### src/rtl/core/dcfl_pkg.sv
// shared constants, tap table, coefficient function and control types
// no dependencies
`timescale 1ns / 1ps

package dcfl_pkg;

    localparam int SAMPLE_BITS        = 16;
    localparam int DEF_TAP_COUNT      = 51;
    localparam int DEF_COEF_FRAC_BITS = 15;
    localparam int TABLE_FRAC_BITS    = 20;
    localparam int TABLE_W            = 16;
    localparam int HALF_TAPS          = 26;
    localparam int BASE_TAPS          = 51;
    localparam int HALF_IW            = $clog2(HALF_TAPS);
    localparam int DIGIT_W            = 4;

    typedef logic [TABLE_W-1:0] t_tap_q20;

    // first half of the symmetric tap set, q0.20
    localparam t_tap_q20 TAP_HALF_Q20 [HALF_TAPS] = '{
        16'd0,     16'd173,   16'd404,   16'd743,   16'd1242,  16'd1950,
        16'd2915,  16'd4176,  16'd5763,  16'd7694,  16'd9972,  16'd12588,
        16'd15513, 16'd18705, 16'd22107, 16'd25648, 16'd29247, 16'd32815,
        16'd36258, 16'd39481, 16'd42392, 16'd44904, 16'd46944, 16'd48447,
        16'd49369, 16'd49679
    };

    typedef enum logic [1:0] {
        S_IDLE,
        S_RUN,
        S_FLUSH,
        S_DONE
    } t_state;

    typedef struct packed {
        logic clear;
        logic step;
        logic first;
        logic flush;
    } t_mac_ctrl;

    typedef struct packed {
        logic load;
        logic rotate;
    } t_ring_ctrl;

    // tap at position pos, rounded half up to frac_bits fraction bits
    function automatic t_tap_q20 f_coef(input int pos, input int frac_bits);
        int                 sh;
        int                 p;
        logic [TABLE_W:0]   t;
        sh = TABLE_FRAC_BITS - frac_bits;
        p  = pos;
        if (p >= BASE_TAPS) begin
            return '0;
        end
        if (p >= HALF_TAPS) begin
            p = BASE_TAPS - 1 - p;
        end
        t = {1'b0, TAP_HALF_Q20[HALF_IW'(p)]};
        if (sh > 0) begin
            t = (t + (TABLE_W+1)'(1 << (sh - 1))) >> sh;
        end
        return t[TABLE_W-1:0];
    endfunction

endpackage

### src/rtl/core/dual_channel_fir_lowpass.sv
// Two-channel 51-tap symmetric low-pass FIR for red and infrared AC samples.
// Each input beat shifts one sample into each channel's delay line; one output
// beat follows with both filtered values, rounded half up and saturated to 16
// bits, and the two DC values copied through. Within a beat the multiplier takes
// each tap coefficient four bits per cycle while the delay line rotates one
// sample past it per tap. An output register holds the finished beat, so the
// next input beat is taken while it waits.
// depends on dcfl_pkg, dcfl_ring, dcfl_mac, dcfl_ctrl
`timescale 1ns / 1ps

module dual_channel_fir_lowpass
    import dcfl_pkg::*;
#(
    parameter int TAP_COUNT      = DEF_TAP_COUNT,
    parameter int COEF_FRAC_BITS = DEF_COEF_FRAC_BITS
) (
    input  logic                          i_clk,
    input  logic                          i_rst_n,
    input  logic                          i_in_valid,
    output logic                          o_in_stall,
    input  logic signed [SAMPLE_BITS-1:0] i_red_sample,
    input  logic signed [SAMPLE_BITS-1:0] i_ir_sample,
    input  logic signed [SAMPLE_BITS-1:0] i_red_dc_in,
    input  logic signed [SAMPLE_BITS-1:0] i_ir_dc_in,
    output logic                          o_out_valid,
    input  logic                          i_out_stall,
    output logic signed [SAMPLE_BITS-1:0] o_red_filtered,
    output logic signed [SAMPLE_BITS-1:0] o_ir_filtered,
    output logic signed [SAMPLE_BITS-1:0] o_red_dc_out,
    output logic signed [SAMPLE_BITS-1:0] o_ir_dc_out
);

    localparam int COEF_BITS = COEF_FRAC_BITS - 3;
    localparam int DIGITS    = (COEF_BITS + DIGIT_W - 1) / DIGIT_W;

    t_ring_ctrl                    w_ring;
    t_mac_ctrl                     w_mac;
    logic [DIGIT_W-1:0]            w_digit;
    logic                          w_load_out;
    logic                          w_out_free;
    logic                          w_in_stall;
    logic signed [SAMPLE_BITS-1:0] w_red_head;
    logic signed [SAMPLE_BITS-1:0] w_ir_head;
    logic signed [SAMPLE_BITS-1:0] w_red_result;
    logic signed [SAMPLE_BITS-1:0] w_ir_result;

    logic                          r_out_valid;
    logic signed [SAMPLE_BITS-1:0] r_red_filtered;
    logic signed [SAMPLE_BITS-1:0] r_ir_filtered;
    logic signed [SAMPLE_BITS-1:0] r_red_dc_out;
    logic signed [SAMPLE_BITS-1:0] r_ir_dc_out;
    logic signed [SAMPLE_BITS-1:0] r_red_dc_hold;
    logic signed [SAMPLE_BITS-1:0] r_ir_dc_hold;

    assign w_out_free = !r_out_valid || !i_out_stall;

    dcfl_ctrl #(
        .TAP_COUNT      (TAP_COUNT),
        .COEF_FRAC_BITS (COEF_FRAC_BITS),
        .DIGITS         (DIGITS)
    ) u_ctrl (
        .i_clk      (i_clk),
        .i_rst_n    (i_rst_n),
        .i_in_valid (i_in_valid),
        .i_out_free (w_out_free),
        .o_in_stall (w_in_stall),
        .o_load_out (w_load_out),
        .o_ring     (w_ring),
        .o_mac      (w_mac),
        .o_digit    (w_digit)
    );

    dcfl_ring #(
        .TAP_COUNT (TAP_COUNT)
    ) u_red_ring (
        .i_clk    (i_clk),
        .i_rst_n  (i_rst_n),
        .i_ctrl   (w_ring),
        .i_sample (i_red_sample),
        .o_head   (w_red_head)
    );

    dcfl_ring #(
        .TAP_COUNT (TAP_COUNT)
    ) u_ir_ring (
        .i_clk    (i_clk),
        .i_rst_n  (i_rst_n),
        .i_ctrl   (w_ring),
        .i_sample (i_ir_sample),
        .o_head   (w_ir_head)
    );

    dcfl_mac #(
        .TAP_COUNT      (TAP_COUNT),
        .COEF_FRAC_BITS (COEF_FRAC_BITS),
        .DIGITS         (DIGITS)
    ) u_red_mac (
        .i_clk    (i_clk),
        .i_ctrl   (w_mac),
        .i_sample (w_red_head),
        .i_digit  (w_digit),
        .o_result (w_red_result)
    );

    dcfl_mac #(
        .TAP_COUNT      (TAP_COUNT),
        .COEF_FRAC_BITS (COEF_FRAC_BITS),
        .DIGITS         (DIGITS)
    ) u_ir_mac (
        .i_clk    (i_clk),
        .i_ctrl   (w_mac),
        .i_sample (w_ir_head),
        .i_digit  (w_digit),
        .o_result (w_ir_result)
    );

    // dc values wait here until the filtered beat is ready
    always_ff @(posedge i_clk) begin
        if (w_ring.load) begin
            r_red_dc_hold <= i_red_dc_in;
            r_ir_dc_hold  <= i_ir_dc_in;
        end
    end

    always_ff @(posedge i_clk) begin
        if (!i_rst_n) begin
            r_out_valid <= 1'b0;
        end else if (w_load_out) begin
            r_out_valid <= 1'b1;
        end else if (!i_out_stall) begin
            r_out_valid <= 1'b0;
        end
    end

    always_ff @(posedge i_clk) begin
        if (w_load_out) begin
            r_red_filtered <= w_red_result;
            r_ir_filtered  <= w_ir_result;
            r_red_dc_out   <= r_red_dc_hold;
            r_ir_dc_out    <= r_ir_dc_hold;
        end
    end

    assign o_in_stall     = w_in_stall;
    assign o_out_valid    = r_out_valid;
    assign o_red_filtered = r_red_filtered;
    assign o_ir_filtered  = r_ir_filtered;
    assign o_red_dc_out   = r_red_dc_out;
    assign o_ir_dc_out    = r_ir_dc_out;

endmodule

### src/rtl/core/dcfl_ring.sv
// rotating sample delay line for one channel, newest sample at the head
// depends on dcfl_pkg
`timescale 1ns / 1ps

module dcfl_ring
    import dcfl_pkg::*;
#(
    parameter int TAP_COUNT = DEF_TAP_COUNT
) (
    input  logic                          i_clk,
    input  logic                          i_rst_n,
    input  t_ring_ctrl                    i_ctrl,
    input  logic signed [SAMPLE_BITS-1:0] i_sample,
    output logic signed [SAMPLE_BITS-1:0] o_head
);

    logic signed [SAMPLE_BITS-1:0] r_line [TAP_COUNT];

    always_ff @(posedge i_clk) begin
        if (!i_rst_n) begin
            for (int k = 0; k < TAP_COUNT; k++) begin
                r_line[k] <= '0;
            end
        end else if (i_ctrl.load) begin
            for (int k = TAP_COUNT - 1; k > 0; k--) begin
                r_line[k] <= r_line[k-1];
            end
            r_line[0] <= i_sample;
        end else if (i_ctrl.rotate) begin
            for (int k = 0; k < TAP_COUNT - 1; k++) begin
                r_line[k] <= r_line[k+1];
            end
            r_line[TAP_COUNT-1] <= r_line[0];
        end
    end

    assign o_head = r_line[0];

endmodule

### src/rtl/core/dcfl_mac.sv
// digit-serial multiply-accumulate with rounding and saturation, one channel
// depends on dcfl_pkg
`timescale 1ns / 1ps

module dcfl_mac
    import dcfl_pkg::*;
#(
    parameter int TAP_COUNT      = DEF_TAP_COUNT,
    parameter int COEF_FRAC_BITS = DEF_COEF_FRAC_BITS,
    parameter int DIGITS         = 3
) (
    input  logic                          i_clk,
    input  t_mac_ctrl                     i_ctrl,
    input  logic signed [SAMPLE_BITS-1:0] i_sample,
    input  logic        [DIGIT_W-1:0]     i_digit,
    output logic signed [SAMPLE_BITS-1:0] o_result
);

    localparam int CPAD_W = DIGITS * DIGIT_W;
    localparam int PP_W   = SAMPLE_BITS + DIGIT_W + 1;
    localparam int PROD_W = SAMPLE_BITS + CPAD_W + 1;
    localparam int ACC_W  = PROD_W + $clog2(TAP_COUNT) + 1;
    localparam int UP_W   = ACC_W - SAMPLE_BITS + 1;

    logic signed [PP_W-1:0]        w_pp;
    logic signed [PROD_W-1:0]      w_pp_ext;
    logic signed [PROD_W-1:0]      n_prod;
    logic signed [PROD_W-1:0]      r_prod;
    logic signed [ACC_W-1:0]       w_prod_ext;
    logic signed [ACC_W-1:0]       r_acc;
    logic signed [ACC_W-1:0]       w_q;
    logic        [UP_W-1:0]        w_upper;
    logic                          w_acc_add;

    assign w_pp       = i_sample * $signed({1'b0, i_digit});
    assign w_pp_ext   = {{(PROD_W-PP_W){w_pp[PP_W-1]}}, w_pp};
    assign n_prod     = (i_ctrl.first ? PROD_W'(0) : (r_prod <<< DIGIT_W)) + w_pp_ext;
    assign w_prod_ext = {{(ACC_W-PROD_W){r_prod[PROD_W-1]}}, r_prod};
    assign w_acc_add  = (i_ctrl.step && i_ctrl.first) || i_ctrl.flush;

    always_ff @(posedge i_clk) begin
        if (i_ctrl.clear) begin
            r_acc  <= ACC_W'(1) <<< (COEF_FRAC_BITS - 1);
            r_prod <= '0;
        end else begin
            if (w_acc_add) begin
                r_acc <= r_acc + w_prod_ext;
            end
            if (i_ctrl.step) begin
                r_prod <= n_prod;
            end
        end
    end

    assign w_q     = r_acc >>> COEF_FRAC_BITS;
    assign w_upper = w_q[ACC_W-1:SAMPLE_BITS-1];

    always_comb begin
        if (w_upper == '0 || w_upper == '1) begin
            o_result = w_q[SAMPLE_BITS-1:0];
        end else if (w_q[ACC_W-1]) begin
            o_result = {1'b1, {(SAMPLE_BITS-1){1'b0}}};
        end else begin
            o_result = {1'b0, {(SAMPLE_BITS-1){1'b1}}};
        end
    end

endmodule

### src/rtl/core/dcfl_ctrl.sv
// sequencer: tap and digit counters, coefficient digit select, beat handshake
// depends on dcfl_pkg
`timescale 1ns / 1ps

module dcfl_ctrl
    import dcfl_pkg::*;
#(
    parameter int TAP_COUNT      = DEF_TAP_COUNT,
    parameter int COEF_FRAC_BITS = DEF_COEF_FRAC_BITS,
    parameter int DIGITS         = 3
) (
    input  logic               i_clk,
    input  logic               i_rst_n,
    input  logic               i_in_valid,
    input  logic               i_out_free,
    output logic               o_in_stall,
    output logic               o_load_out,
    output t_ring_ctrl         o_ring,
    output t_mac_ctrl          o_mac,
    output logic [DIGIT_W-1:0] o_digit
);

    localparam int TAP_CW = $clog2(TAP_COUNT);
    localparam int DIG_CW = $clog2(DIGITS);
    localparam int CPAD_W = DIGITS * DIGIT_W;

    t_state                    r_state;
    t_state                    n_state;
    logic [TAP_CW-1:0]         r_tap;
    logic [DIG_CW-1:0]         r_dig;
    logic                      w_accept;
    logic                      w_dig_last;
    logic                      w_tap_last;
    t_tap_q20                  w_coef;
    logic [CPAD_W+TABLE_W-1:0] w_coef_wide;
    logic [CPAD_W-1:0]         w_coef_pad;

    assign w_accept   = i_in_valid && (r_state == S_IDLE);
    assign w_dig_last = (r_dig == '0);
    assign w_tap_last = (r_tap == TAP_CW'(TAP_COUNT - 1));

    // coefficient digits go out most significant first
    assign w_coef      = f_coef(int'(r_tap), COEF_FRAC_BITS);
    assign w_coef_wide = {{CPAD_W{1'b0}}, w_coef};
    assign w_coef_pad  = w_coef_wide[CPAD_W-1:0];
    assign o_digit     = DIGIT_W'(w_coef_pad >> (int'(r_dig) * DIGIT_W));

    always_ff @(posedge i_clk) begin
        if (!i_rst_n) begin
            r_state <= S_IDLE;
            r_tap   <= '0;
            r_dig   <= '0;
        end else begin
            r_state <= n_state;
            if (w_accept) begin
                r_tap <= '0;
                r_dig <= DIG_CW'(DIGITS - 1);
            end else if (r_state == S_RUN) begin
                if (w_dig_last) begin
                    r_dig <= DIG_CW'(DIGITS - 1);
                    r_tap <= TAP_CW'(r_tap + 1'b1);
                end else begin
                    r_dig <= r_dig - 1'b1;
                end
            end
        end
    end

    always_comb begin
        n_state = r_state;
        unique case (r_state)
            S_IDLE: begin
                if (i_in_valid) begin
                    n_state = S_RUN;
                end
            end
            S_RUN: begin
                if (w_dig_last && w_tap_last) begin
                    n_state = S_FLUSH;
                end
            end
            S_FLUSH: begin
                n_state = S_DONE;
            end
            S_DONE: begin
                if (i_out_free) begin
                    n_state = S_IDLE;
                end
            end
            default: begin
                n_state = S_IDLE;
            end
        endcase
    end

    always_comb begin
        o_in_stall = 1'b1;
        o_load_out = 1'b0;
        o_ring     = '0;
        o_mac      = '0;
        unique case (r_state)
            S_IDLE: begin
                o_in_stall  = 1'b0;
                o_ring.load = i_in_valid;
                o_mac.clear = i_in_valid;
            end
            S_RUN: begin
                o_mac.step    = 1'b1;
                o_mac.first   = (r_dig == DIG_CW'(DIGITS - 1));
                o_ring.rotate = w_dig_last;
            end
            S_FLUSH: begin
                o_mac.flush = 1'b1;
            end
            S_DONE: begin
                o_load_out = i_out_free;
            end
            default: begin
                o_in_stall = 1'b1;
            end
        endcase
    end

endmodule

### config.mk
export PLATFORM = sky130hd
export DESIGN_NAME = dual_channel_fir_lowpass
export DESIGN_NICKNAME = d
export VERILOG_FILES = /design/src/rtl/core/dcfl_pkg.sv /design/src/rtl/core/dual_channel_fir_lowpass.sv /design/src/rtl/core/dcfl_ring.sv /design/src/rtl/core/dcfl_mac.sv /design/src/rtl/core/dcfl_ctrl.sv
export SDC_FILE = /design/constraint.sdc
export NUM_CORES = 2
export LEC_CHECK = 0
export BUFFER_PORTS_ARGS = -buffer_cell sky130_fd_sc_hd__buf_4
export CAP_MARGIN = 20
export CORE_ASPECT_RATIO = 0.9
export CORE_MARGIN = 5
export CORE_UTILIZATION = 35
export CTS_BUF_LIST = sky130_fd_sc_hd__clkbuf_2 sky130_fd_sc_hd__clkbuf_4 sky130_fd_sc_hd__clkbuf_8
export DETAILED_ROUTE_END_ITERATION = 7
export PLACE_DENSITY = 0.59
export SLEW_MARGIN = 20
export SYNTH_ARGS = -nofsm -noshare
export SYNTH_HDL_FRONTEND = slang
export SYNTH_HIERARCHICAL = 1
export SYNTH_SLANG_ARGS = --single-unit
export TNS_END_PERCENT = 20
### constraint.sdc
create_clock -name i_clk -period 46.1 [get_ports i_clk]
set_input_delay 6.915 -clock i_clk [delete_from_list [all_inputs] [get_ports i_clk]]
set_output_delay 6.915 -clock i_clk [all_outputs]
set_load 0.05 [all_outputs]
==> results.md <==
* Final setup vio count at 0
* Crit share post-route at 0.244
* Synth unique cells at 98
* DRC violations left at 0
* CP startpoint kind: input pin
* Ratio of cells with drive above 1 in the final layout at 0.110
* CTS Buf Count at 322
* Number of I/O pins at 134
* Drt via density at 5.40
* Congestion Overflow GR at 0
* Synth Instances at 6,758
* Synth Area in Simple Gates at 0.0819
* Clock buffer depth at 4
* Cells after DPL at 9,909
* Mapped Area at 92,500 sq um
* Xor/xnor share of the synthesized area at 0.00972
* Antenna violations before repair at 12
* Die Wd at 552 um
* Critical Path RT at 46.59 ns
* Vias in the first global route at 54,923
* Top cells by area, synth: edfxtp_1 56%, a32o_1 11%, mux2i_1 6.3%, nor2b_1 4.0%, dfxtp_1 3.1%
* Initial DRT Pass Iterations at 6
* Pin count of the biggest net entering global routing at 257
* Commonest cells after routing, fill and taps aside: 1,728 x edfxtp_1, 1,058 x a32o_1, 589 x nor2b_1
* Minimum clock period after layout at 11.27 ns
* Clock net sink count at 1,869
* Outcome: completed
* Overall routed net length at 191 mm
* WP data arrival at 11.76 ns
* Worst hold path class: reg -> reg
* R2R Setup Slk at 36.16 ns
* Hpwl dp at 113 mm
* Layout area overhead at 10.4%
* Rel. slew slack at 0.208
* Total track usage at 0.131
* Die Y at 498 um
* Reg2reg end: u_red_mac/r_prod[22]
* Post-synth top area share at 0.561
* Port bufs at 133
* Area fraction in compound gates after synthesis at 0.156
* Final core utilization at 0.387
* Placed inst area at 95,900 sq um
* Asr flop ratio synth at 0
* Hold buffers post-CTS at 0
* Main combinational cell family by area after synthesis: compound AO/OA/AOI/OAI gates
* Htree depth at 5
* Detail Route Antenna Nets at 0
* Post_cts resized at 0
* Pwr/cell area at 59.9 nW/um^2
* Setup crit start: i_in_valid
* Final Hold Vio Count at 0
* Initial core utilization at 0.351
* Min Hold Slack at 0.416 ns
* Final Max Slew Viols at 0
* TritonCTS clock tree: yes
* Max IR drop VDD at 0.0000410 V
* Power Total at 6.13 mW
* Kind of critical path: in -> reg
* Post-synth EDFFs at 1,728
* Worst Setup EP: u_red_ring/r_line[15][6]
* Placer Congestion at 0.803
* Syn Nets at 7,160
* Register-to-Register Path Depth at 32
* RSZ-0062 raised after global routing: no
* Non-filler cells, final at 10,478
* Avg Inst Size Synth at 13.7 sq um
* Final setup TNS at 0 ns
* Main synth FF type: edfxtp_1
* Worst slack, placed at 33.84 ns
* Yosys warnings at 6
* # nets final at 7,109
* Slew @ Worst Pin at 1.19 ns
* First-pass GRT wire length at 304 mm
* Core Box Area at 264,000 sq um
* Routed vias at 56,619
* Worst Skew at 0.0998 ns
* Critical register-to-register path startpoint: u_ctrl/r_tap[0]
* Cell taking the most area after synthesis: edfxtp_1
* Most common cell after layout, fill and taps aside: edfxtp_1
* Register area share after synthesis at 0.591
* Initial DRC Count at 5,787
* Num rows at 179
* Clock-pin slew on the worst setup and hold paths at 0.06 ns
* Fill cells at 25,004
* Max cap viols at 0
* FF+latch count, synth at 1,869
* Clk_lat worst skew at 0.94 ns
* Max Freq at 88.8 MHz
* Leak at 37.6 nW
* Final Instance Area at 102,000 sq um
* Crit path capture type: register
* CP max FO at 130
* Final WS setup at 34.84 ns
* Post-synthesis mux area share at 0.0634
* Post-CTS Setup Repair Bufs at 0
* Wire per inst at 18.2 um
* Root Buffer: clkbuf_8
* Adder-cell share of the synthesized area at 0.0559
* Die ar. at 275,000 sq um
==> where the power goes <==
part | internal (mW) | switching (mW) | total (mW)
sequential | 2.75 | 0.471 | 3.22
combinational | 0.537 | 0.909 | 1.45
clock | 0.790 | 0.665 | 1.46
==> cell families after synthesis <==
kind of cell,Yosys count
buf+inv,871
mux,586
fa+ha+maj,334
compound gates,1630
flops,1869
simple gates,1367
xor+xnor,101
==> registers in the layout, indices dropped and copies added (netlist names) <==
register and cells:
u_ctrl/r_state 2, r_ir_dc_hold 16, u_ir_ring/r_line 816, o_ir_dc_out 16, u_ctrl/r_tap 6, u_red_ring/r_line 816, o_red_filtered 16, u_ir_mac/r_acc 36
u_red_mac/r_prod 29, u_ctrl/r_dig 2, u_red_mac/r_acc 36, o_red_dc_out 16, o_ir_filtered 16, u_ir_mac/r_prod 29, r_red_dc_hold 16, o_out_valid 1
==> critical path, cell delays in order <==
cell and delay [ns]:
buf_4 0.09, nand2_1 0.23, inv_8 0.31, buf_4 0.64, buf_12 0.69, nor2b_4 0.12
nand2b_4 0.70, buf_4 0.94, buf_4 0.90
==> synth_stat cells, types with 7 or more instances <==
cell,instances
and2_1,142
o21ai_1,41
a21oi_1,150
and3_1,14
nor2b_1,592
nand3_1,91
buf_1,28
xnor2_1,52
o21bai_1,8
xor2_1,47
a211oi_1,37
o21a_1,20
nand4_1,22
or3_1,12
inv_1,283
mux2i_1,582
a32o_1,1058
o31ai_1,8
o211ai_1,14
edfxtp_1,1728
and4_1,8
nor3_1,32
nor4_1,12
a31oi_1,19
o221ai_1,11
ha_1,202
buf_2,271
or2_2,10
a21o_1,87
o21ai_0,74
nand2_1,199
buf_6,11
nand2b_1,33
dfxtp_1,141
a211o_1,7
buf_4,54
a221oi_1,7
clkbuf_1,220
fa_1,132
a21boi_0,7
nor2_1,168
==> worst min path at each step <==
stage / startpoint / depth (start not counted) / end / slack [ns]
after floorplan: r_ir_dc_hold[0] / 0 / o_ir_dc_out[0] / 0.40
after global placement: r_ir_dc_hold[1] / 0 / o_ir_dc_out[1] / 0.40
after detailed placement: r_red_dc_hold[10] / 0 / o_red_dc_out[10] / 0.41
after CTS: r_red_dc_hold[10] / 0 / o_red_dc_out[10] / 0.41
after global routing: r_ir_dc_hold[0] / 0 / o_ir_dc_out[0] / 0.42
final: r_red_dc_hold[4] / 0 / o_red_dc_out[4] / 0.42
==> metal layers <==
| metal | vias to the layer above | global-route usage | wire (um) |
|---|---|---|---|
| met5 | - | 0 | 21 |
| met4 | 4 | 0.0342 | 3710 |
| met3 | 278 | 0.0260 | 10200 |
| met2 | 1340 | 0.192 | 82900 |
| met1 | 28486 | 0.196 | 94300 |
| li1 | 26511 | - | - |
==> area by class of cell <==
class / instances / area, sq um / share of cell area
Antenna cell: 8 / 20.0 / 0.000196
Tap cell: 3529 / 4420 / 0.0432
Sequential cell: 1869 / 54700 / 0.535
Clock inverter: 124 / 792 / 0.00775
Inverter: 286 / 1080 / 0.0106
Clock buffer: 434 / 5340 / 0.0522
Multi-Input combinational cell: 4018 / 34000 / 0.333
Timing Repair Buffer: 210 / 1790 / 0.0175
(Power assumes the default switching activity.)
